## config.mk

```make
export PLATFORM = sky130hd
export DESIGN_NAME = knowledge_tracing_ssr_evaluator
export DESIGN_NICKNAME = d
export VERILOG_FILES = /design/src/hdl/ktssr_pkg.sv /design/src/hdl/knowledge_tracing_ssr_evaluator.sv /design/src/hdl/ktssr_div.sv
export SDC_FILE = /design/constraint.sdc
export NUM_CORES = 2
export LEC_CHECK = 0
export CORE_MARGIN = 3
export CORE_UTILIZATION = 55
export CTS_BUF_LIST = sky130_fd_sc_hd__clkbuf_8
export DETAILED_ROUTE_END_ITERATION = 10
export DONT_BUFFER_PORTS = 1
export PLACE_DENSITY = 0.67
export RECOVER_POWER = 50
export SYNTH_ARGS = -nofsm -noshare
export SYNTH_HDL_FRONTEND = slang
export SYNTH_SLANG_ARGS = --single-unit
```

## constraint.sdc

```tcl
create_clock -name aclk -period 11.5 [get_ports aclk]
set_clock_uncertainty 0.2 [all_clocks]
set_input_delay 1.15 -clock aclk [delete_from_list [all_inputs] [get_ports aclk]]
set_output_delay 1.15 -clock aclk [all_outputs]
set_load 0.005 [all_outputs]
```

## src/hdl/ktssr_pkg.sv

```systemverilog
// ktssr_pkg: shared constants, register indexes, sequencer states and divider
// handshake types for the knowledge tracing error evaluator.
// No dependencies; used by ktssr_div and knowledge_tracing_ssr_evaluator.
`default_nettype none

package ktssr_pkg;

    // default fixed-point widths
    localparam int PROB_BITS_DEF = 16;
    localparam int ACC_BITS_DEF  = 40;

    // fixed field widths
    localparam int STUDENT_W  = 24;
    localparam int BOUND_W    = 40;
    localparam int IN_TDATA_W = 32;
    localparam int CFG_IDX_W  = 3;

    // configuration register indexes
    localparam logic [CFG_IDX_W-1:0] REG_PRIOR = 3'd0;
    localparam logic [CFG_IDX_W-1:0] REG_LEARN = 3'd1;
    localparam logic [CFG_IDX_W-1:0] REG_SLIP  = 3'd2;
    localparam logic [CFG_IDX_W-1:0] REG_GUESS = 3'd3;
    localparam logic [CFG_IDX_W-1:0] REG_BOUND = 3'd4;

    // sequencer states
    typedef enum logic [4:0] {
        ST_IDLE,
        ST_CHECK,
        ST_PK,
        ST_PU,
        ST_PRED,
        ST_RES,
        ST_SQ,
        ST_ACC,
        ST_CMP,
        ST_MS,
        ST_MG,
        ST_DEN,
        ST_DGO,
        ST_DIV,
        ST_GAIN,
        ST_UPD,
        ST_DONE
    } state_t;

    // divider control and status
    typedef struct packed {
        logic start;
    } div_ctrl_t;

    typedef struct packed {
        logic busy;
        logic done;
    } div_stat_t;

endpackage

`default_nettype wire

```

## src/hdl/knowledge_tracing_ssr_evaluator.sv

```systemverilog
// knowledge_tracing_ssr_evaluator: one row at a time through a shared multiplier
// and an iterative divider. A row ignored after exceeded goes straight to the
// result, a row that first passes the bound ends at the compare, a right answer
// starts the divider at once and a wrong one first forms its slip and guess terms;
// the next row is taken only once its result is loaded into the output register.
// Reset (aresetn low, synchronous) clears state, config, run state, valid; bound all ones.
`default_nettype none

module knowledge_tracing_ssr_evaluator #(
    parameter int PROB_BITS = ktssr_pkg::PROB_BITS_DEF,
    parameter int ACC_BITS  = ktssr_pkg::ACC_BITS_DEF
) (
    input  wire                                    aclk,
    input  wire                                    aresetn,
    // input rows
    input  wire                                    s_tvalid,
    output logic                                   s_tready,
    input  wire  [ktssr_pkg::IN_TDATA_W-1:0]       s_tdata,  // student[23:0], answered_right[24]
    input  wire  [0:0]                             s_tuser,  // first_row
    // results
    output logic                                   m_tvalid,
    input  wire                                    m_tready,
    output logic [((PROB_BITS+1+ACC_BITS+7)/8)*8-1:0] m_tdata, // predicted, then error_sum
    output logic [0:0]                             m_tuser,  // exceeded
    // configuration writes
    input  wire                                    cfg_valid,
    output logic                                   cfg_ready,
    input  wire  [ktssr_pkg::CFG_IDX_W-1:0]        cfg_index,
    input  wire  [ktssr_pkg::BOUND_W-1:0]          cfg_data
);

    localparam int P        = PROB_BITS;
    localparam int PW       = 2 * PROB_BITS + 1;
    localparam int OUT_W    = ((PROB_BITS + 1 + ACC_BITS + 7) / 8) * 8;
    localparam int SUM_W    = ((ACC_BITS > PROB_BITS + 1) ? ACC_BITS : PROB_BITS + 1) + 1;
    localparam int CMP_W    = (ACC_BITS > ktssr_pkg::BOUND_W) ? ACC_BITS : ktssr_pkg::BOUND_W;
    localparam logic [P:0]  ONE  = (P+1)'(1) << P;
    localparam logic [PW-1:0] HALF = PW'(1) << (P - 1);

    // configuration registers
    logic [P-1:0]                     prior_reg;
    logic [P-1:0]                     learn_reg;
    logic [P-1:0]                     slip_reg;
    logic [P-1:0]                     guess_reg;
    logic [ktssr_pkg::BOUND_W-1:0]    bound_reg;

    // run state
    logic [ktssr_pkg::STUDENT_W-1:0]  last_reg;
    logic [P:0]                       level_reg;
    logic [ACC_BITS-1:0]              err_reg;
    logic                             over_reg;

    // row registers
    logic [ktssr_pkg::STUDENT_W-1:0]  student_reg;
    logic                             right_reg;
    logic [PW-1:0]                    prod_reg;
    logic [PW-1:0]                    pk_reg;
    logic [PW-1:0]                    sum_reg;
    logic [PW-1:0]                    num_reg;
    logic [PW-1:0]                    den_reg;
    logic [P:0]                       pred_reg;

    // output register
    logic                             m_valid_reg;
    logic [P:0]                       m_pred_reg;
    logic [ACC_BITS-1:0]              m_err_reg;
    logic                             m_exc_reg;

    ktssr_pkg::state_t                state_reg;
    ktssr_pkg::state_t                state_next;

    // sequencer outputs
    logic [P:0]                       mul_a;
    logic [P:0]                       mul_b;
    logic [2*P+1:0]                   mul_full;
    logic                             in_take;
    logic                             out_load;
    ktssr_pkg::div_ctrl_t             div_ctrl;
    ktssr_pkg::div_stat_t             div_stat;
    logic [P:0]                       quot;

    // datapath helpers
    logic [PW-1:0]                    pred_full;
    logic [PW-1:0]                    round_full;
    logic [P:0]                       resid;
    logic [SUM_W-1:0]                 acc_sum;
    logic [ACC_BITS-1:0]              acc_sat;
    logic                             acc_over;
    logic [P+1:0]                     new_level;
    logic [P:0]                       new_level_cap;

    assign cfg_ready = 1'b1;

    // configuration register writes
    always_ff @(posedge aclk) begin
        if (!aresetn) begin
            prior_reg <= '0;
            learn_reg <= '0;
            slip_reg  <= '0;
            guess_reg <= '0;
            bound_reg <= '1;
        end else if (cfg_valid) begin
            unique case (cfg_index)
                ktssr_pkg::REG_PRIOR: prior_reg <= cfg_data[P-1:0];
                ktssr_pkg::REG_LEARN: learn_reg <= cfg_data[P-1:0];
                ktssr_pkg::REG_SLIP:  slip_reg  <= cfg_data[P-1:0];
                ktssr_pkg::REG_GUESS: guess_reg <= cfg_data[P-1:0];
                ktssr_pkg::REG_BOUND: bound_reg <= cfg_data;
                default: ;
            endcase
        end
    end

    // shared fractional divider
    ktssr_div #(
        .PROB_BITS (PROB_BITS)
    ) u_div (
        .aclk    (aclk),
        .aresetn (aresetn),
        .ctrl    (div_ctrl),
        .num     (num_reg),
        .den     (den_reg),
        .stat    (div_stat),
        .quot    (quot)
    );

    // next state
    always_comb begin
        state_next = state_reg;
        unique case (state_reg)
            ktssr_pkg::ST_IDLE:  if (s_tvalid) state_next = ktssr_pkg::ST_CHECK;
            ktssr_pkg::ST_CHECK: state_next = over_reg ? ktssr_pkg::ST_DONE : ktssr_pkg::ST_PK;
            ktssr_pkg::ST_PK:    state_next = ktssr_pkg::ST_PU;
            ktssr_pkg::ST_PU:    state_next = ktssr_pkg::ST_PRED;
            ktssr_pkg::ST_PRED:  state_next = ktssr_pkg::ST_RES;
            ktssr_pkg::ST_RES:   state_next = ktssr_pkg::ST_SQ;
            ktssr_pkg::ST_SQ:    state_next = ktssr_pkg::ST_ACC;
            ktssr_pkg::ST_ACC:   state_next = ktssr_pkg::ST_CMP;
            ktssr_pkg::ST_CMP: begin
                if (CMP_W'(err_reg) > CMP_W'(bound_reg)) begin
                    state_next = ktssr_pkg::ST_DONE;
                end else if (right_reg) begin
                    state_next = ktssr_pkg::ST_DGO;
                end else begin
                    state_next = ktssr_pkg::ST_MS;
                end
            end
            ktssr_pkg::ST_MS:    state_next = ktssr_pkg::ST_MG;
            ktssr_pkg::ST_MG:    state_next = ktssr_pkg::ST_DEN;
            ktssr_pkg::ST_DEN:   state_next = ktssr_pkg::ST_DGO;
            ktssr_pkg::ST_DGO:   state_next = ktssr_pkg::ST_DIV;
            ktssr_pkg::ST_DIV:   if (div_stat.done) state_next = ktssr_pkg::ST_GAIN;
            ktssr_pkg::ST_GAIN:  state_next = ktssr_pkg::ST_UPD;
            ktssr_pkg::ST_UPD:   state_next = ktssr_pkg::ST_DONE;
            ktssr_pkg::ST_DONE:  if (!m_valid_reg || m_tready) state_next = ktssr_pkg::ST_IDLE;
            default:             state_next = ktssr_pkg::ST_IDLE;
        endcase
    end

    // sequencer outputs: multiplier operands, divider start, handshakes
    always_comb begin
        mul_a          = '0;
        mul_b          = '0;
        div_ctrl.start = 1'b0;
        s_tready       = 1'b0;
        out_load       = 1'b0;
        unique case (state_reg)
            ktssr_pkg::ST_IDLE: s_tready = 1'b1;
            ktssr_pkg::ST_PK: begin
                mul_a = level_reg;
                mul_b = ONE - (P+1)'(slip_reg);
            end
            ktssr_pkg::ST_PU: begin
                mul_a = ONE - level_reg;
                mul_b = (P+1)'(guess_reg);
            end
            ktssr_pkg::ST_SQ: begin
                mul_a = resid;
                mul_b = resid;
            end
            ktssr_pkg::ST_MS: begin
                mul_a = level_reg;
                mul_b = (P+1)'(slip_reg);
            end
            ktssr_pkg::ST_MG: begin
                mul_a = ONE - level_reg;
                mul_b = ONE - (P+1)'(guess_reg);
            end
            ktssr_pkg::ST_DGO: div_ctrl.start = 1'b1;
            ktssr_pkg::ST_GAIN: begin
                mul_a = ONE - quot;
                mul_b = (P+1)'(learn_reg);
            end
            ktssr_pkg::ST_DONE: out_load = !m_valid_reg || m_tready;
            default: ;
        endcase
    end

    assign in_take  = s_tvalid && s_tready;
    assign mul_full = mul_a * mul_b;

    // rounding, residual, saturating sum and level update
    always_comb begin
        pred_full     = (sum_reg + HALF) >> P;
        round_full    = (prod_reg + HALF) >> P;
        resid         = right_reg ? (ONE - pred_reg) : pred_reg;
        acc_sum       = SUM_W'(err_reg) + SUM_W'(round_full[P:0]);
        acc_over      = (acc_sum[SUM_W-1:ACC_BITS] != '0);
        acc_sat       = acc_over ? '1 : acc_sum[ACC_BITS-1:0];
        new_level     = (P+2)'(quot) + (P+2)'(round_full[P:0]);
        new_level_cap = (new_level > (P+2)'(ONE)) ? ONE : new_level[P:0];
    end

    // state register
    always_ff @(posedge aclk) begin
        if (!aresetn) begin
            state_reg <= ktssr_pkg::ST_IDLE;
        end else begin
            state_reg <= state_next;
        end
    end

    // shared product register
    always_ff @(posedge aclk) begin
        prod_reg <= mul_full[PW-1:0];
    end

    // run state updates
    always_ff @(posedge aclk) begin
        if (!aresetn) begin
            last_reg  <= '0;
            level_reg <= '0;
            err_reg   <= '0;
            over_reg  <= 1'b0;
        end else begin
            unique case (state_reg)
                ktssr_pkg::ST_IDLE: begin
                    if (in_take && s_tuser[0]) begin
                        last_reg  <= '0;
                        level_reg <= '0;
                        err_reg   <= '0;
                        over_reg  <= 1'b0;
                    end
                end
                ktssr_pkg::ST_CHECK: begin
                    if (!over_reg && (student_reg != last_reg)) begin
                        level_reg <= (P+1)'(prior_reg);
                        last_reg  <= student_reg;
                    end
                end
                ktssr_pkg::ST_ACC: err_reg <= acc_sat;
                ktssr_pkg::ST_CMP: begin
                    if (CMP_W'(err_reg) > CMP_W'(bound_reg)) over_reg <= 1'b1;
                end
                ktssr_pkg::ST_UPD: level_reg <= new_level_cap;
                default: ;
            endcase
        end
    end

    // row payload registers
    always_ff @(posedge aclk) begin
        unique case (state_reg)
            ktssr_pkg::ST_IDLE: begin
                if (in_take) begin
                    student_reg <= s_tdata[ktssr_pkg::STUDENT_W-1:0];
                    right_reg   <= s_tdata[ktssr_pkg::STUDENT_W];
                end
            end
            ktssr_pkg::ST_CHECK: pred_reg <= '0;
            ktssr_pkg::ST_PU:    pk_reg   <= prod_reg;
            ktssr_pkg::ST_PRED:  sum_reg  <= pk_reg + prod_reg;
            ktssr_pkg::ST_RES:   pred_reg <= pred_full[P:0];
            ktssr_pkg::ST_CMP: begin
                num_reg <= pk_reg;
                den_reg <= sum_reg;
            end
            ktssr_pkg::ST_MG:    num_reg <= prod_reg;
            ktssr_pkg::ST_DEN:   den_reg <= num_reg + prod_reg;
            default: ;
        endcase
    end

    // output register, frees the sequencer while a result waits
    always_ff @(posedge aclk) begin
        if (!aresetn) begin
            m_valid_reg <= 1'b0;
        end else if (out_load) begin
            m_valid_reg <= 1'b1;
        end else if (m_tready) begin
            m_valid_reg <= 1'b0;
        end
    end

    always_ff @(posedge aclk) begin
        if (out_load) begin
            m_pred_reg <= pred_reg;
            m_err_reg  <= err_reg;
            m_exc_reg  <= over_reg;
        end
    end

    assign m_tvalid   = m_valid_reg;
    assign m_tdata    = OUT_W'({m_err_reg, m_pred_reg});
    assign m_tuser[0] = m_exc_reg;

    // level never exceeds one
    a_level_cap: assert property (@(posedge aclk) disable iff (!aresetn)
        level_reg <= ONE)
        else $error("knowledge level above one");

    // error sum only grows while a row is in work
    a_err_mono: assert property (@(posedge aclk) disable iff (!aresetn)
        (state_reg != ktssr_pkg::ST_IDLE) |=> (err_reg >= $past(err_reg)))
        else $error("error sum decreased within a row");

    // a row after exceeded goes straight to the result with predicted zero
    a_skip_row: assert property (@(posedge aclk) disable iff (!aresetn)
        (state_reg == ktssr_pkg::ST_CHECK && over_reg)
        |=> (state_reg == ktssr_pkg::ST_DONE && pred_reg == '0))
        else $error("ignored row not skipped");

    // divider completes only while the sequencer waits for it
    a_div_done: assert property (@(posedge aclk) disable iff (!aresetn)
        div_stat.done |-> (state_reg == ktssr_pkg::ST_DIV))
        else $error("divider done outside wait state");

endmodule

`default_nettype wire

```

## src/hdl/ktssr_div.sv

```systemverilog
// ktssr_div: restoring fractional divider, floor(num * 2^PROB_BITS / den)
// for num <= den, one quotient bit per cycle; zero divisor gives zero.
// Depends on ktssr_pkg for the control and status structs.
`default_nettype none

module ktssr_div #(
    parameter int PROB_BITS = ktssr_pkg::PROB_BITS_DEF
) (
    input  wire                          aclk,
    input  wire                          aresetn,
    input  wire  ktssr_pkg::div_ctrl_t   ctrl,
    input  wire  [2*PROB_BITS:0]         num,
    input  wire  [2*PROB_BITS:0]         den,
    output ktssr_pkg::div_stat_t         stat,
    output logic [PROB_BITS:0]           quot
);

    localparam int DW    = 2 * PROB_BITS + 1;
    localparam int RW    = DW + 1;
    localparam int CNT_W = $clog2(PROB_BITS + 1);

    logic [RW-1:0]        rem_reg;
    logic [PROB_BITS:0]   q_reg;
    logic [CNT_W-1:0]     cnt_reg;
    logic                 busy_reg;
    logic                 done_reg;

    logic [RW-1:0]        rem_sh;
    logic [RW-1:0]        den_ext;
    logic [RW-1:0]        trial;
    logic                 step_ge;
    logic                 first_ge;
    logic                 den_zero;

    // one compare and subtract step
    always_comb begin
        den_ext  = RW'(den);
        rem_sh   = {rem_reg[RW-2:0], 1'b0};
        trial    = rem_sh - den_ext;
        step_ge  = (rem_sh >= den_ext);
        first_ge = (num >= den);
        den_zero = (den == '0);
    end

    // control: busy flag, bit counter, done pulse
    always_ff @(posedge aclk) begin
        if (!aresetn) begin
            busy_reg <= 1'b0;
            done_reg <= 1'b0;
            cnt_reg  <= '0;
        end else begin
            done_reg <= 1'b0;
            if (ctrl.start) begin
                if (den_zero) begin
                    busy_reg <= 1'b0;
                    done_reg <= 1'b1;
                end else begin
                    busy_reg <= 1'b1;
                end
                cnt_reg <= CNT_W'(PROB_BITS);
            end else if (busy_reg) begin
                cnt_reg <= cnt_reg - CNT_W'(1);
                if (cnt_reg == CNT_W'(1)) begin
                    busy_reg <= 1'b0;
                    done_reg <= 1'b1;
                end
            end
        end
    end

    // datapath: partial remainder and quotient shift register
    always_ff @(posedge aclk) begin
        if (ctrl.start) begin
            if (den_zero) begin
                q_reg <= '0;
            end else begin
                q_reg <= (PROB_BITS+1)'(first_ge);
            end
            rem_reg <= first_ge ? (RW'(num) - den_ext) : RW'(num);
        end else if (busy_reg) begin
            rem_reg <= step_ge ? trial : rem_sh;
            q_reg   <= {q_reg[PROB_BITS-1:0], step_ge};
        end
    end

    assign stat.busy = busy_reg;
    assign stat.done = done_reg;
    assign quot      = q_reg;

endmodule

`default_nettype wire
```

# After elaboration in Yosys (flattened, before gate mapping)
# Cells that the tools add are included.
[totals] register_bits=514 latchBits=0 ram_bits=0 romBits=0 in_bits=81 n_memories=0
[classes] add_sub_neg=14 multipliers=1 div=0 n_lt_le_gt_ge=4 eq_ne=28 shift=0 mux=48 bitwise=1 reduce_logical=32
[op_table] operator="$mux W33" n=4
[op_table] operator="$pmux W33 S2" n=2
[op_table] operator="$mux W17" n=6
[op_table] operator="$pmux W17 S6" n=1
[op_table] operator="$pmux W5 S17" n=1
[op_table] operator="$mux W40" n=2
[op_table] operator="$pmux W40 S2" n=1
[op_table] operator="$pmux W17 S4" n=1
[op_table] operator="$add A33 B16 Y33 const B" n=2
[op_table] operator="$add A33 B33 Y33" n=2
[op_table] operator="$sub A33 B33 Y33" n=2
[op_table] operator="$pmux W17 S3" n=1
[op_table] operator="$sub A17 B17 Y17 const A" n=3
[op_table] operator="$mux W24" n=2
[op_table] operator="$pmux W24 S2" n=1
[op_table] operator="$add A40 B17 Y41" n=1
[op_table] operator="$eq A5 B4 Y1 const B" n=8
[op_table] operator="$gt A40 B40 Y1" n=1
[op_table] operator="$mux W5" n=7
[op_table] operator="$ge A34 B33 Y1" n=1
[op_table] operator="$pmux W17 S2" n=1
[op_table] operator="$sub A17 B16 Y17 const A" n=2
[op_table] operator="$ge A33 B33 Y1" n=1
[op_table] operator="$logic_not A33 Y1" n=1
[op_table] operator="28 further kinds" n=74

# Logic depth before layout (Yosys ltp)
[logic_depth] depth_word=6 ltp_mapped=42 depth_no_buf=37

# Modules after synthesis
# Synthesis repeated with hierarchy kept, for this count alone.
[hier_totals] hier_cells=4513 hier_area_um2=40328.7
[modules_own_cells] mod="knowledge_tracing_ssr_evaluator" instances=1 cells_each=3731 area_each_um2=33906.3 seq_area_each_um2=11471.0
[modules_own_cells] mod="ktssr_div" instances=1 cells_each=782 area_each_um2=6422.4 seq_area_each_um2=1641.6

# Worst setup path after synthesis
# Ideal clock, no wire load.
[synth_path] path_kind="register to register" from="reg state_reg[0]" to="reg prod_reg[31]" setup_ps=123 t_arrival_ps=9335 t_required_ps=11177 path_slack_ps=1841 path_stages_with_launch=41 path_buffers=5 synth_period_minus_slack_ps=9659 cell_sequence="dfxtp_1 > nand2b_2 > nor2_1 > buf_4 > buf_2 > buf_2 > buf_1 > mux2i_1 > ha_1 > nor3b_1 > nor4b_1 > a31oi_1 > nor2_2 > nand2_1 > or3_1 > a21oi_1 > a21oi_1 > a221o_1 > [... 5 more ...] > fa_1 > fa_1 > fa_1 > inv_1 > fa_1 > inv_1 > ha_1 > a21o_1 > a21oi_1 > o21ai_0 > a21oi_1 > o21a_1 > o211ai_1 > a21oi_1 > nor2_1 > a2111oi_0 > a21oi_1 > xor2_1"
[synth_between] elab_chain_cells=4
[synth_rtl] item="start: declaration" line="knowledge_tracing_ssr_evaluator.sv:69" source="ktssr_pkg::state_t state_reg;"
[synth_rtl] item="start signal: assignment" line="knowledge_tracing_ssr_evaluator.sv:217" source="state_reg <= ktssr_pkg::ST_IDLE;"
[synth_rtl] item="start signal: assignment" line="knowledge_tracing_ssr_evaluator.sv:219" source="state_reg <= state_next;"
[synth_rtl] item="$eq A5 B4 Y1 / $eq A5 B2 Y1 (equally long branches)" line="knowledge_tracing_ssr_evaluator.sv:167" source="unique case (state_reg)"
[synth_rtl] item="$reduce_or A2 Y1 (no line)"
[synth_rtl] item="$pmux W17 S4" line="knowledge_tracing_ssr_evaluator.sv:167"
[synth_rtl] item="$mul A17 B17 Y33 (*)" line="knowledge_tracing_ssr_evaluator.sv:200" source="assign mul_full = mul_a * mul_b;"
[synth_rtl] item="net mul_full[31]" line="knowledge_tracing_ssr_evaluator.sv:75" source="logic [2*P+1:0] mul_full;"
[synth_rtl] item="end signal: assignment" line="knowledge_tracing_ssr_evaluator.sv:225" source="prod_reg <= mul_full[PW-1:0];"
[synth_rtl] item="end: declaration" line="knowledge_tracing_ssr_evaluator.sv:56" source="logic [PW-1:0] prod_reg;"
# Mark *: on every way through the listed nets, which the timed path passes. The rest lies on a longest branch.
# A chain may end at the register's enable or synchronous reset.

# Worst setup path after layout
[layout_path] from="reg state_reg[2]" to="reg prod_reg[31]"
# The elaborated chain is that of the path after synthesis.

==> flow_metrics.env <==
export IMPL_run_status="complete, but fails checks"
export IMPL_failed_checks="max-capacitance violations, max-slew violations"
export IMPL_fp_dieArea_um2=76200
export IMPL_postRouteWirelength_um=109000
export IMPL_post_cts_setup_buffers=0
export IMPL_holdBufCountCts=0
export IMPL_floorplan_core_area_um2=71900
export IMPL_clock_pin_slew_of_the_registers_on_the_worst_case_setup_and_hold_paths_ns=0.06
export IMPL_leakage_power_figure_nw=19.0
export IMPL_yosysTopAreaCell="edfxtp_1"
export IMPL_synth_async_reset_ratio_pct=0
export IMPL_timing_worst_slew_pin_value_ns=4.31
export IMPL_design_portCount=149
export IMPL_synth_flop_cell="edfxtp_1"
export IMPL_dr_pass1_iters=6
export IMPL_vias=32000
export IMPL_die_h_um=276
export IMPL_synth_top_area_share_pct=21.1
export IMPL_crit_path_max_fanout=17
export IMPL_wl_met1_um=49700
export IMPL_synthXorXnorAreaFrac_pct=5.76
export IMPL_setup_total_negative_slack_ns=0
export IMPL_drt_vias_per_instance=5.84
export IMPL_irDropWorstVdd_uv=117
export IMPL_flow_area_growth_from_synthesis_pct=6.73
export IMPL_timing_critical_path_required_ns=11.91
export IMPL_fin_nets=5075
export IMPL_setup_worst_path_start="state_reg[2]"
export IMPL_grt_remaining_overflow=0
export IMPL_leading_post_synthesis_cells_by_cell_area="edfxtp_1, dfxtp_1, fa_1, ha_1, nand2_1"
export IMPL_setup_viol=0
export IMPL_post_route_cells_drive_above_1_share_pct=5.61
export IMPL_clock_tree_from_tritoncts="done"
export IMPL_cts_root_buffer="clkbuf_8"
export IMPL_routedWlPerCell_um=19.9
export IMPL_post_synth_cell_area_avg_um2=8.96
export IMPL_grt_setup_unrepaired="false"
export IMPL_slowest_delay_ns=0.79
export IMPL_regArea_um2=13100
export IMPL_synthTopCellsByCount="nand2_1, inv_1, a21oi_1, ha_1, nor2_1"
export IMPL_mappedNetlistArea_um2=40100
export IMPL_startpoint_type="flip-flop"
export IMPL_grtUsageTotal_pct=28.2
export IMPL_critical_register_to_register_path_startpoint="state_reg[2]"
export IMPL_synthMuxAreaShare_pct=1.27
export IMPL_cts_root_to_sink_buffers=3
export IMPL_global_route_wire_length_before_repair_um=172000
export IMPL_placement_io_buffers=0
export IMPL_postSynthRegisterBits=514
export IMPL_synth_compound_area_share_pct=15.9
export IMPL_crit_path_top_delay_cell="a221o_1"
export IMPL_post_route_drc_count=0
export IMPL_drt_first_iter_violations=2829
export IMPL_synthesis_yosys_warnings=0
export IMPL_max_slew_margin_rel_pct=-187
export IMPL_synth_most_common_cell="nand2_1"
export IMPL_initial_antenna_violation_count=5
export IMPL_netlist_cell_type_count=107
export IMPL_synth_edff_count=282
export IMPL_achievable_frequency_ghz=0.0955
export IMPL_gp_congestion=0.930
export IMPL_post_dp_hpwl_um=82100
export IMPL_drtAntennaViolNets=0
export IMPL_maximum_number_of_pins_on_one_net_before_global_route_repair=94
export IMPL_post_synth_inst_count=4477
export IMPL_numClockSinks=514
export IMPL_hold_path_class="reg -> reg"
export IMPL_endpoint_class_of_the_critical_path="flip-flop"
export IMPL_setup_slack_ns=1.03
export IMPL_fillCellCount=6464
export IMPL_synth_adder_area_share_pct=21.3
export IMPL_h_tree_depth=3
export IMPL_core_rowCount=98
export IMPL_highest_signal_layer="met4"
export IMPL_clk_insertion_delay_late_ns=0.73
export IMPL_met3WireLength_um=8050
export IMPL_total_area_of_multi_input_combinational_cells_um2=24700
export IMPL_cts_buffers=90
export IMPL_power_per_standard_cell_area_nw_per_um2=93.5
export IMPL_timing_worst_setup_path_type="reg -> reg"
export IMPL_via_count_of_the_first_global_routing_pass=30800
export IMPL_min_period_ns=10.47
export IMPL_cts_resized=0
export IMPL_met2_length_um=48400
export IMPL_combinational_family_with_the_most_area_after_synthesis="adder cells"
export IMPL_dp_slack_ns=1.21
export IMPL_seq_area_frac_synth_pct=32.7
export IMPL_initial_utilization_pct=55.8
export IMPL_timing_hold_violations_final=0
export IMPL_slew_viol_final=392
export IMPL_worstHoldStart="learn_reg[10]"
export IMPL_period_share_pct=91.0
export IMPL_yosys_area_share_simple_pct=17.0
export IMPL_dieWidth_um=276
export IMPL_cap_viol_max_count=8
export IMPL_cp_arrival_ns=10.88
path summary, 6_finish.rpt:
check | slack [ns] | cells past startpoint | end
max | 1.03 | 35 | prod_reg[31]
min | 0.26 | 2 | learn_reg[10]
max reg2reg | 1.03 | 35 | prod_reg[31]
min reg2reg | 0.26 | 2 | learn_reg[10]
cell families (layout without fill, tap and decap cells):
family | Yosys count | count (layout)
XOR/XNOR | 263 | 263
AND/OR/NAND/NOR | 1483 | 1483
AO/OA/AOI/OAI | 1001 | 1001
flip-flops | 514 | 514
adder cells (fa/ha/maj) | 544 | 544
buffers and inverters | 620 | 662
other | 2 | 9
multiplexers | 50 | 50
final cells by class:
| cell class | instances | share of cell area, % |
|---|---|---|
| Multi-Input combinational cell | 3349 | 57.7 |
| Clock inverter | 65 | 0.932 |
| Antenna cell | 1 | 0.00584 |
| Timing Repair Buffer | 51 | 0.824 |
| Sequential cell | 514 | 30.6 |
| Inverter | 444 | 3.90 |
| Clock buffer | 102 | 3.28 |
| Tap cell | 950 | 2.78 |
placed cells by master, fill, tap and decap left out, drive strengths merged, types with 55 or more instances in the layout:
cell type	n
nand2	663
inv	479
a21oi	328
nor2	318
ha	315
edfxtp	282
dfxtp	232
fa	229
o21ai	196
xnor2	140
xor2	123
clkbuf	110
and2	104
a21o	96
nor3	73
nand3	69
o211ai	55
power breakdown:
part	leakage (nW)	switching, mW	internal [mW]	total, mW
clock network	1.04	0.825	0.856	1.68
registers	4.46	0.0471	1.97	2.01
logic	13.5	0.202	0.104	0.306
total	19.0	1.07	2.93	4.00
per-stage QoR:
| stage | util (%) | hold slack [ns] | std cells | cell area [µm²] | power (mW) |
|---|---|---|---|---|---|
| after detailed placement | 57.1 | 0.248 | 5308 | 41100 | 2.35 |
| after CTS | 59.7 | 0.240 | 5475 | 42900 | 4.04 |
| after global placement | 57.1 | 0.244 | 5308 | 41100 | 2.35 |
| final | 59.6 | 0.257 | 5476 | 42800 | 4.00 |
| after floorplan | - | 0.236 | 4483 | 40100 | 2.26 |
| after global routing | 59.6 | 0.250 | 5476 | 42800 | 4.16 |
worst max-delay path, delay by kind of cell, from the launching register on:
kind | cells | cell delay, ns
xor gates and xnor gates | 1 | 0.17
DFF | 1 | 0.63
muxes | 1 | 0.28
buffers and inverters | 3 | 0.15
AOI/OAI and AO/OA | 14 | 3.43
and+or+nand+nor | 8 | 1.75
adders and majority gates | 8 | 3.73
per-layer routing:
layer | GRT usage [%] | up-vias
met3 | 4.63 | 142
met5 | 0 | -
met4 | 7.85 | 0
li1 | - | 15400
met2 | 43.6 | 1052
met1 | 41.1 | 15400
No activity file was read; power rests on OpenSTA's default activity.
